==> src/rtl/core/ffce_pkg.sv <==
`timescale 1ns / 1ps
// ffce_pkg: shared constants, types and register indexes of the comment extractor
// no dependencies

package ffce_pkg;

    localparam int LINE_DIGITS = 5;
    localparam int BCD_W       = 4 * LINE_DIGITS;
    localparam int NUM_CODES   = 5;
    localparam int CODE_W      = 8 * NUM_CODES;
    localparam int PREFIX_LEN  = LINE_DIGITS + 1;
    localparam int TAIL_MAX    = 3;
    localparam int POS_W       = $clog2(LINE_DIGITS + 5);
    localparam int DIGIT_W     = (LINE_DIGITS > 1) ? $clog2(LINE_DIGITS) : 1;
    localparam int QUEUE_DEPTH = 2;
    localparam int QPTR_W      = $clog2(QUEUE_DEPTH);
    localparam int QCNT_W      = $clog2(QUEUE_DEPTH + 1);
    localparam int CFG_IDX_W   = 2;

    localparam logic [CFG_IDX_W-1:0] REG_CODE_CHARS  = 2'd0;
    localparam logic [CFG_IDX_W-1:0] REG_NUMBER_LINES = 2'd1;
    localparam logic [CFG_IDX_W-1:0] REG_TEXT_ONLY   = 2'd2;

    localparam logic [7:0] CH_UPPER_C = 8'h43;
    localparam logic [7:0] CH_LOWER_C = 8'h63;
    localparam logic [7:0] CH_STAR    = 8'h2A;
    localparam logic [7:0] CH_NL      = 8'h0A;
    localparam logic [7:0] CH_SPACE   = 8'h20;
    localparam logic [3:0] CH_DIGIT_HI = 4'h3;

    typedef struct packed {
        logic [CODE_W-1:0] code_chars;
        logic              number_lines;
        logic              text_only;
    } cfg_t;

    // one queued job: line number snapshot, prefix flag and the bytes after the prefix
    typedef struct packed {
        logic [BCD_W-1:0]            bcd;
        logic                        prefix;
        logic [1:0]                  ntail;
        logic [TAIL_MAX-1:0][7:0]    tail;
    } cmd_t;

endpackage

==> src/rtl/core/ffce_front.sv <==
`timescale 1ns / 1ps
// ffce_front: line parser, classifies each input item and queues output jobs
// depends on ffce_pkg

module ffce_front (
    input  logic              clk,
    input  logic              rst_n,
    input  ffce_pkg::cfg_t    cfg,
    input  logic              accept,
    input  logic [7:0]        in_byte,
    input  logic              end_of_file,
    output logic              push,
    output ffce_pkg::cmd_t    cmd
);
    import ffce_pkg::*;

    typedef enum logic [2:0] {
        PH_LINE_START,
        PH_COL2,
        PH_COL3,
        PH_COPY,
        PH_SKIP
    } phase_t;

    phase_t           phase_reg, phase_next;
    logic [BCD_W-1:0] bcd_reg, bcd_next;
    logic [7:0]       first_reg, first_next;
    logic             code_hit;
    logic [BCD_W-1:0] bcd_inc;

    function automatic logic [BCD_W-1:0] bcd_step(input logic [BCD_W-1:0] v);
        logic [BCD_W-1:0] r;
        logic             all_nine;
        logic             carry;
        r        = v;
        all_nine = 1'b1;
        carry    = 1'b1;
        for (int i = 0; i < LINE_DIGITS; i++) begin
            if (v[4*i +: 4] != 4'd9)
            begin
                all_nine = 1'b0;
            end
        end
        if (!all_nine)
        begin
            for (int i = 0; i < LINE_DIGITS; i++) begin
                if (carry)
                begin
                    if (v[4*i +: 4] == 4'd9)
                    begin
                        r[4*i +: 4] = 4'd0;
                    end
                    else
                    begin
                        r[4*i +: 4] = v[4*i +: 4] + 4'd1;
                        carry       = 1'b0;
                    end
                end
            end
        end
        return r;
    endfunction

    function automatic logic [7:0] marker(input logic to, input logic [7:0] b);
        return to ? CH_SPACE : b;
    endfunction

    assign bcd_inc = bcd_step(bcd_reg);

    always_comb
    begin
        code_hit = 1'b0;
        for (int i = 0; i < NUM_CODES; i++) begin
            if (cfg.code_chars[8*i +: 8] == in_byte)
            begin
                code_hit = 1'b1;
            end
        end
    end

    always_comb
    begin
        phase_next = phase_reg;
        bcd_next   = bcd_reg;
        first_next = first_reg;
        push       = 1'b0;
        cmd.bcd    = bcd_reg;
        cmd.prefix = 1'b0;
        cmd.ntail  = 2'd0;
        cmd.tail   = '0;
        if (accept)
        begin
            if (end_of_file)
            begin
                phase_next = PH_LINE_START;
                bcd_next   = BCD_W'(1);
                first_next = 8'h00;
            end
            else
            begin
                case (phase_reg)
                    PH_LINE_START:
                    begin
                        if (in_byte inside {CH_UPPER_C, CH_LOWER_C, CH_STAR})
                        begin
                            if (cfg.code_chars[7:0] == 8'h00)
                            begin
                                push        = 1'b1;
                                cmd.prefix  = 1'b1;
                                cmd.ntail   = 2'd1;
                                cmd.tail[0] = marker(cfg.text_only, in_byte);
                                phase_next  = PH_COPY;
                            end
                            else
                            begin
                                first_next = in_byte;
                                phase_next = PH_COL2;
                            end
                        end
                        else if (in_byte == CH_NL)
                        begin
                            bcd_next = bcd_inc;
                        end
                        else
                        begin
                            phase_next = PH_SKIP;
                        end
                    end
                    PH_COL2:
                    begin
                        if (in_byte == CH_SPACE)
                        begin
                            phase_next = PH_COL3;
                        end
                        else if (code_hit)
                        begin
                            push        = 1'b1;
                            cmd.prefix  = 1'b1;
                            cmd.ntail   = 2'd2;
                            cmd.tail[0] = marker(cfg.text_only, first_reg);
                            cmd.tail[1] = marker(cfg.text_only, in_byte);
                            phase_next  = PH_COPY;
                        end
                        else
                        begin
                            phase_next = PH_SKIP;
                        end
                    end
                    PH_COL3:
                    begin
                        if (code_hit)
                        begin
                            push        = 1'b1;
                            cmd.prefix  = 1'b1;
                            cmd.ntail   = 2'd3;
                            cmd.tail[0] = marker(cfg.text_only, first_reg);
                            cmd.tail[1] = CH_SPACE;
                            cmd.tail[2] = marker(cfg.text_only, in_byte);
                            phase_next  = PH_COPY;
                        end
                        else
                        begin
                            phase_next = PH_SKIP;
                        end
                    end
                    PH_COPY:
                    begin
                        push        = 1'b1;
                        cmd.ntail   = 2'd1;
                        cmd.tail[0] = in_byte;
                        if (in_byte == CH_NL)
                        begin
                            bcd_next   = bcd_inc;
                            phase_next = PH_LINE_START;
                        end
                    end
                    default:
                    begin
                        if (in_byte == CH_NL)
                        begin
                            bcd_next   = bcd_inc;
                            phase_next = PH_LINE_START;
                        end
                    end
                endcase
            end
        end
    end

    always_ff @(posedge clk or negedge rst_n)
    begin
        if (!rst_n)
        begin
            phase_reg <= PH_LINE_START;
            bcd_reg   <= BCD_W'(1);
            first_reg <= 8'h00;
        end
        else
        begin
            phase_reg <= phase_next;
            bcd_reg   <= bcd_next;
            first_reg <= first_next;
        end
    end

endmodule

==> src/rtl/core/ffce_queue.sv <==
`timescale 1ns / 1ps
// ffce_queue: short job queue between parser and output sequencer
// depends on ffce_pkg

module ffce_queue (
    input  logic              clk,
    input  logic              rst_n,
    input  logic              push,
    input  ffce_pkg::cmd_t    push_cmd,
    input  logic              pop,
    output ffce_pkg::cmd_t    head,
    output logic              empty,
    output logic              full
);
    import ffce_pkg::*;

    cmd_t              mem [QUEUE_DEPTH];
    logic [QPTR_W-1:0] wr_reg, wr_next;
    logic [QPTR_W-1:0] rd_reg, rd_next;
    logic [QCNT_W-1:0] cnt_reg, cnt_next;

    function automatic logic [QPTR_W-1:0] ptr_inc(input logic [QPTR_W-1:0] p);
        return (p == QPTR_W'(QUEUE_DEPTH - 1)) ? '0 : p + QPTR_W'(1);
    endfunction

    assign empty = (cnt_reg == '0);
    assign full  = (cnt_reg == QCNT_W'(QUEUE_DEPTH));
    assign head  = mem[rd_reg];

    always_comb
    begin
        wr_next  = push ? ptr_inc(wr_reg) : wr_reg;
        rd_next  = pop ? ptr_inc(rd_reg) : rd_reg;
        cnt_next = cnt_reg + QCNT_W'(push) - QCNT_W'(pop);
    end

    always_ff @(posedge clk)
    begin
        if (push)
        begin
            mem[wr_reg] <= push_cmd;
        end
    end

    always_ff @(posedge clk or negedge rst_n)
    begin
        if (!rst_n)
        begin
            wr_reg  <= '0;
            rd_reg  <= '0;
            cnt_reg <= '0;
        end
        else
        begin
            wr_reg  <= wr_next;
            rd_reg  <= rd_next;
            cnt_reg <= cnt_next;
        end
    end

endmodule

==> src/rtl/core/ffce_back.sv <==
`timescale 1ns / 1ps
// ffce_back: output sequencer, expands queued jobs into line number prefix and bytes
// depends on ffce_pkg

module ffce_back (
    input  logic              clk,
    input  logic              rst_n,
    input  ffce_pkg::cfg_t    cfg,
    input  ffce_pkg::cmd_t    q_head,
    input  logic              q_empty,
    output logic              q_pop,
    output logic              m_tvalid,
    input  logic              m_tready,
    output logic [7:0]        m_tdata,   // out_byte[7:0]
    output logic              m_tlast    // last_of_run
);
    import ffce_pkg::*;

    cmd_t              cur_reg, cur_next;
    logic              busy_reg, busy_next;
    logic [POS_W-1:0]  pos_reg, pos_next;
    logic              ovalid_reg, ovalid_next;
    logic [7:0]        odata_reg, odata_next;
    logic              olast_reg, olast_next;

    cmd_t              sel;
    logic              have;
    logic              emit;
    logic              is_last;
    logic [POS_W-1:0]  p;
    logic [POS_W-1:0]  plen;
    logic [POS_W-1:0]  total;
    logic [POS_W-1:0]  tdiff;
    logic [POS_W-1:0]  jpos;
    logic [DIGIT_W-1:0] jidx;
    logic [LINE_DIGITS-1:0] shown;
    logic              nz;
    logic [3:0]        dig;
    logic [7:0]        byte_out;

    assign sel   = busy_reg ? cur_reg : q_head;
    assign have  = busy_reg || !q_empty;
    assign p     = busy_reg ? pos_reg : '0;
    assign plen  = (cfg.number_lines && sel.prefix) ? POS_W'(PREFIX_LEN) : '0;
    assign total = plen + POS_W'(sel.ntail);
    assign emit  = (!ovalid_reg || m_tready) && have;
    assign is_last = (p == total - POS_W'(1));
    assign q_pop = emit && !busy_reg;

    // leading zeros of the line number show as spaces
    always_comb
    begin
        nz = 1'b0;
        for (int j = LINE_DIGITS - 1; j >= 0; j--) begin
            nz       = nz || (sel.bcd[4*j +: 4] != 4'd0) || (j == 0);
            shown[j] = nz;
        end
    end

    assign jpos  = POS_W'(LINE_DIGITS - 1) - p;
    assign jidx  = jpos[DIGIT_W-1:0];
    assign dig   = sel.bcd[4*jidx +: 4];
    assign tdiff = p - plen;

    always_comb
    begin
        if (p < plen && p < POS_W'(LINE_DIGITS))
        begin
            byte_out = shown[jidx] ? {CH_DIGIT_HI, dig} : CH_SPACE;
        end
        else if (p < plen)
        begin
            byte_out = CH_SPACE;
        end
        else
        begin
            byte_out = sel.tail[tdiff[1:0]];
        end
    end

    always_comb
    begin
        cur_next    = cur_reg;
        busy_next   = busy_reg;
        pos_next    = pos_reg;
        ovalid_next = ovalid_reg;
        odata_next  = odata_reg;
        olast_next  = olast_reg;
        if (emit)
        begin
            ovalid_next = 1'b1;
            odata_next  = byte_out;
            olast_next  = is_last;
            if (is_last)
            begin
                busy_next = 1'b0;
            end
            else
            begin
                busy_next = 1'b1;
                pos_next  = p + POS_W'(1);
                if (!busy_reg)
                begin
                    cur_next = q_head;
                end
            end
        end
        else if (m_tready)
        begin
            ovalid_next = 1'b0;
        end
    end

    always_ff @(posedge clk)
    begin
        cur_reg   <= cur_next;
        odata_reg <= odata_next;
        olast_reg <= olast_next;
    end

    always_ff @(posedge clk or negedge rst_n)
    begin
        if (!rst_n)
        begin
            busy_reg   <= 1'b0;
            pos_reg    <= '0;
            ovalid_reg <= 1'b0;
        end
        else
        begin
            busy_reg   <= busy_next;
            pos_reg    <= pos_next;
            ovalid_reg <= ovalid_next;
        end
    end

    assign m_tvalid = ovalid_reg;
    assign m_tdata  = odata_reg;
    assign m_tlast  = olast_reg;

`ifndef ASSERT_OFF
    a_pop_nonempty: assert property (@(posedge clk) disable iff (!rst_n)
        q_pop |-> !q_empty)
        else $error("job taken from empty queue");

    a_busy_pos: assert property (@(posedge clk) disable iff (!rst_n)
        busy_reg |-> (pos_reg != '0))
        else $error("job in progress at first position");

    a_busy_from_pop: assert property (@(posedge clk) disable iff (!rst_n)
        $rose(busy_reg) |-> $past(q_pop))
        else $error("job started without a queue pop");

    a_emit_valid: assert property (@(posedge clk) disable iff (!rst_n)
        emit |=> m_tvalid)
        else $error("emitted byte not presented");
`endif

endmodule

==> src/rtl/core/fixed_form_comment_extractor_core.sv <==
`timescale 1ns / 1ps
// fixed_form_comment_extractor_core: top level, config registers, parser, queue, sequencer
// depends on ffce_pkg, ffce_front, ffce_queue, ffce_back
//
// channel   direction  handshake            payload
// s_*       in         s_tvalid / s_tready  tdata: in_byte, tuser: end_of_file
// m_*       out        m_tvalid / m_tready  tdata: out_byte, tlast: last_of_run
// cfg_*     in         cfg_valid / cfg_ready index 0 code_chars, 1 number_lines, 2 text_only
//
// one input item per cycle while the job queue has room
// output runs one byte per cycle unless m_tready stalls it; an item emits from 0 to 9 bytes,
// so a line number prefix stalls input briefly once the queue fills
// reset clears parser, line number to one, config, queue pointers, tvalid; no clearing pass
// output register parts the sides; m_tready low stalls output, then input once queue is full

module fixed_form_comment_extractor_core (
    input  logic                               clk,
    input  logic                               rst_n,
    input  logic                               s_tvalid,
    output logic                               s_tready,
    input  logic [7:0]                         s_tdata,   // in_byte[7:0]
    input  logic                               s_tuser,   // end_of_file
    output logic                               m_tvalid,
    input  logic                               m_tready,
    output logic [7:0]                         m_tdata,   // out_byte[7:0]
    output logic                               m_tlast,   // last_of_run
    input  logic                               cfg_valid,
    output logic                               cfg_ready,
    input  logic [ffce_pkg::CFG_IDX_W-1:0]     cfg_index,
    input  logic [ffce_pkg::CODE_W-1:0]        cfg_data
);
    import ffce_pkg::*;

    cfg_t  cfg_reg, cfg_next;
    logic  accept;
    logic  push;
    cmd_t  push_cmd;
    logic  pop;
    cmd_t  head;
    logic  empty;
    logic  full;

    assign cfg_ready = 1'b1;
    assign s_tready  = !full;
    assign accept    = s_tvalid && s_tready;

    always_comb
    begin
        cfg_next = cfg_reg;
        if (cfg_valid && cfg_ready)
        begin
            case (cfg_index)
                REG_CODE_CHARS:   cfg_next.code_chars   = cfg_data;
                REG_NUMBER_LINES: cfg_next.number_lines = cfg_data[0];
                REG_TEXT_ONLY:    cfg_next.text_only    = cfg_data[0];
                default:          cfg_next = cfg_reg;
            endcase
        end
    end

    always_ff @(posedge clk or negedge rst_n)
    begin
        if (!rst_n)
        begin
            cfg_reg <= '0;
        end
        else
        begin
            cfg_reg <= cfg_next;
        end
    end

    ffce_front u_front (
        .clk         (clk),
        .rst_n       (rst_n),
        .cfg         (cfg_reg),
        .accept      (accept),
        .in_byte     (s_tdata),
        .end_of_file (s_tuser),
        .push        (push),
        .cmd         (push_cmd)
    );

    ffce_queue u_queue (
        .clk      (clk),
        .rst_n    (rst_n),
        .push     (push),
        .push_cmd (push_cmd),
        .pop      (pop),
        .head     (head),
        .empty    (empty),
        .full     (full)
    );

    ffce_back u_back (
        .clk      (clk),
        .rst_n    (rst_n),
        .cfg      (cfg_reg),
        .q_head   (head),
        .q_empty  (empty),
        .q_pop    (pop),
        .m_tvalid (m_tvalid),
        .m_tready (m_tready),
        .m_tdata  (m_tdata),
        .m_tlast  (m_tlast)
    );

`ifndef ASSERT_OFF
    a_no_push_full: assert property (@(posedge clk) disable iff (!rst_n)
        push |-> !full)
        else $error("job queued while queue full");

    a_push_on_accept: assert property (@(posedge clk) disable iff (!rst_n)
        push |-> (accept && !s_tuser))
        else $error("job queued without a text item");
`endif

endmodule
==> config.mk <==
export PLATFORM = sky130hd
export DESIGN_NAME = fixed_form_comment_extractor_core
export DESIGN_NICKNAME = d
export VERILOG_FILES = /design/src/rtl/core/ffce_pkg.sv /design/src/rtl/core/ffce_front.sv /design/src/rtl/core/ffce_queue.sv /design/src/rtl/core/ffce_back.sv /design/src/rtl/core/fixed_form_comment_extractor_core.sv
export SDC_FILE = /design/constraint.sdc
export NUM_CORES = 1
export LEC_CHECK = 0
export CAP_MARGIN = 20
export CORE_UTILIZATION = 58
export DETAILED_ROUTE_END_ITERATION = 7
export DONT_BUFFER_PORTS = 1
export PLACE_DENSITY = 0.79
export REMOVE_ABC_BUFFERS = 1
export SYNTH_ARGS = -nofsm -noshare
export SYNTH_HDL_FRONTEND = slang
export SYNTH_HIERARCHICAL = 1
export SYNTH_SLANG_ARGS = --single-unit
export TNS_END_PERCENT = 30
==> constraint.sdc <==
create_clock -name clk -period 4.1 [get_ports clk]
set_input_delay 0.82 -clock clk [delete_from_list [all_inputs] [get_ports clk]]
set_output_delay 0.82 -clock clk [all_outputs]
set_load 0.005 [all_outputs]
==> impl_metrics.tcl <==
set metrics [dict create \
    ios 68 \
    num-nets-final 924 \
    gr-total-overflow 0 \
    final_common_cell "edfxtp_1" \
    final_cell_area_um2 12500 \
    hold_viol 0 \
    synth_seq_area_share_pct 57.2 \
    synth.largest_area_cell "edfxtp_1" \
    hp-class "in -> async" \
    post_cts_buffers 0 \
    ctsRootBufferMaster "clkbuf_16" \
    holdWs_ps 154 \
    mostFrequentLayoutCells "150 x edfxtp_1, 115 x mux2_2, 80 x dfrtp_1" \
    vias 6927 \
    synthCells 857 \
    placed_area_um2 11700 \
    multi_input_area_um2 4580 \
    cts_buffers 24 \
    crit_fanout 13 \
    antenna_found_initial 1 \
    rows 51 \
    cts_tree "built" \
    die_area_um2 20400 \
    initial_core_util_pct 59.1 \
    ys_ff_latch 233 \
    synth_edf_count 150 \
    cts_sinks 233 \
    syn_area_per_cell_um2 13.4 \
    crit_type "reg -> reg" \
    yosysTopAreaCellShare_pct 39.1 \
    netlist_area_um2 11500 \
    grt_setup_unrepaired "false" \
    avgRoutedWirePerCell_um 19.9 \
    firstDrtPassIters 5 \
    p_leak_nw 4.81 \
    timing.rr.end "u_back/cur_reg[43]" \
    ir_drop_mv 0.395 \
    worst-endpoint-required_ps 4300 \
    r2r_cells 11 \
    largest_reg_flops 94 \
    ys_top_cells_by_area "edfxtp_1 39%, dfrtp_1 18%, mux2_2 11%, xor2_1 3.3%, mux2_4 3.0%" \
    port_buffers 0 \
    slew_violations 0 \
    layout-drive-gt1-share_pct 24.5 \
    antenna_left 0 \
    via_per_inst 6.10 \
    drt_wl_total_um 22600 \
    synth-main-ff-cell "edfxtp_1" \
    h-tree-depth 1 \
    utilization_pct 64.5 \
    crit_slowest_cell "fa_1" \
    r2r_slack_ps 1020 \
    start_kind "register" \
    fin_crit_sh_pct 75.2 \
    slew_headroom_pct 47.8 \
    nFillCells 1358 \
    synth_cell_types 74 \
    clk_pin_slew_ps 60 \
    grt_usage_pct 22.9 \
    cp_cell_sequence "mux2_2 -> nand2b_1 -> nand2_1 -> nand2_1 -> inv_1 -> fa_1 -> nand2_1 -> o2111ai_1 -> a2bb2oi_1 -> a21boi_4 -> buf_4" \
    core_area_um2 19500 \
    clkLatencyLatePin_ps 520 \
    fmax_ghz 0.324 \
    status "finished, final reports clean" \
    clk_path_buf_depth 3 \
    seq_area_um2 6590 \
    gp_congestion 0.913 \
    cpPeakStageDelay_ps 500 \
    reg2reg_from "u_queue/rd_reg" \
    min_period_ps 3080 \
    drt_iter0_markers 582 \
    total_power_mw 8.53 \
    setup.worst_path.end_class "register" \
    grt_max_degree 83 \
    tightest_slew_ps 778 \
    crit_path_frequent_cell "nand2_1" \
    finalSetupTns_ps 0 \
    dieWidth_um 143 \
    p_per_area_nw_per_um2 680 \
    finalSetupViolations 0 \
    areaGrowthSynthToFinish_pct 9.06 \
    crit_arrival_ps 3290 \
    grt_pass1_wl_um 36200 \
    hpwl_um 14800 \
    yosysWarnings 6 \
    die_h_um 143 \
    async_flop_share_pct 35.6 \
    grt_pass1_vias 6763 \
    clock_skew_ps 18.6 \
    drcViolationCount 0 \
    maxCapViolCount 0 \
]
[synthesized netlist by cell type, types with 14 or more instances]
master	count
mux2_4	23
buf_2	20
o21ai_0	14
nor4_1	21
nand3_1	17
nor3_1	23
inv_1	22
clkbuf_1	14
mux2_2	115
nor2_1	48
and2_1	20
nand2_1	28
edfxtp_1	150
a21oi_1	27
xor2_1	44
ha_1	16
dfrtp_1	82
[cell families after synthesis]
family	after synthesis	synth area share (%)
DFF	233	57.2
and+or+nand+nor	221	10.7
muxes	152	15.8
AOI/OAI and AO/OA	119	7.46
buffers and inverters	67	3.16
xor gates and xnor gates	47	3.71
adders and majority gates	17	1.91
other	1	0.0326
[power breakdown]
group          switching (mW)  total, mW  internal (mW)  leakage, nW
combinational            1.44       2.74           1.30         1.93
clock                   0.868       2.19           1.33        0.402
sequential              0.380       3.59           3.21         2.49
total                    2.69       8.53           5.84         4.81
[per-layer routing]
layer  GRT usage (%)  vias up  share of wire (%)
met3            3.82       34                6.0
met1            32.7     3444                 45
met4            6.23        0                1.9
met5               0        -                  0
met2            36.4      247                 47
li1                -     3202                  -
[layout make-up]
class / count / area share [%]
Multi-Input combinational cell: 557 / 36.5
Timing Repair Buffer: 13 / 1.24
Tap cell: 265 / 2.64
Clock inverter: 8 / 0.818
Clock buffer: 36 / 5.66
Inverter: 22 / 0.658
Antenna cell: 2 / 0.0399
Sequential cell: 233 / 52.5
[worst max-delay path by stage]
stage	from	depth (start not counted)	slack [ps]	endpoint
finish	u_queue/rd_reg	11	1020	u_back/cur_reg[43]
global route	u_queue/rd_reg	11	850	u_back/cur_reg[46]
CTS	u_queue/rd_reg	11	1030	u_back/cur_reg[39]
detailed placement	s_tdata[2]	8	690	u_queue/mem[1][15]
global placement	s_tdata[2]	8	770	u_queue/mem[1][45]
floorplan	u_queue/rd_reg	11	-900	u_back/pos_reg[0]
[worst max-delay path, delay by kind of cell, from the launching register on]
kind | cells | cell delay, ps
buffers and inverters | 2 | 390
adders and majority gates | 1 | 500
muxes | 1 | 370
AOI/OAI and AO/OA | 3 | 740
DFF | 1 | 430
and+or+nand+nor | 4 | 340
[what timing repair did]
action / in CTS / in global routing
hold endpoints to repair: 82 / 0
resized for setup: 0 / 0
endpoints found under the setup margin: 0 / 0
hold buffers: 1 / 0
[stage by stage]
| step | setup slack (ps) | instances |
|---|---|---|
| final | 1020 | 1136 |
| after global routing | 854 | 1135 |
| after CTS | 1030 | 1134 |
| after detailed placement | 693 | 1089 |
| after global placement | 769 | 1089 |
| after floorplan | -899 | 812 |
Power figures use the tool's default switching activity.
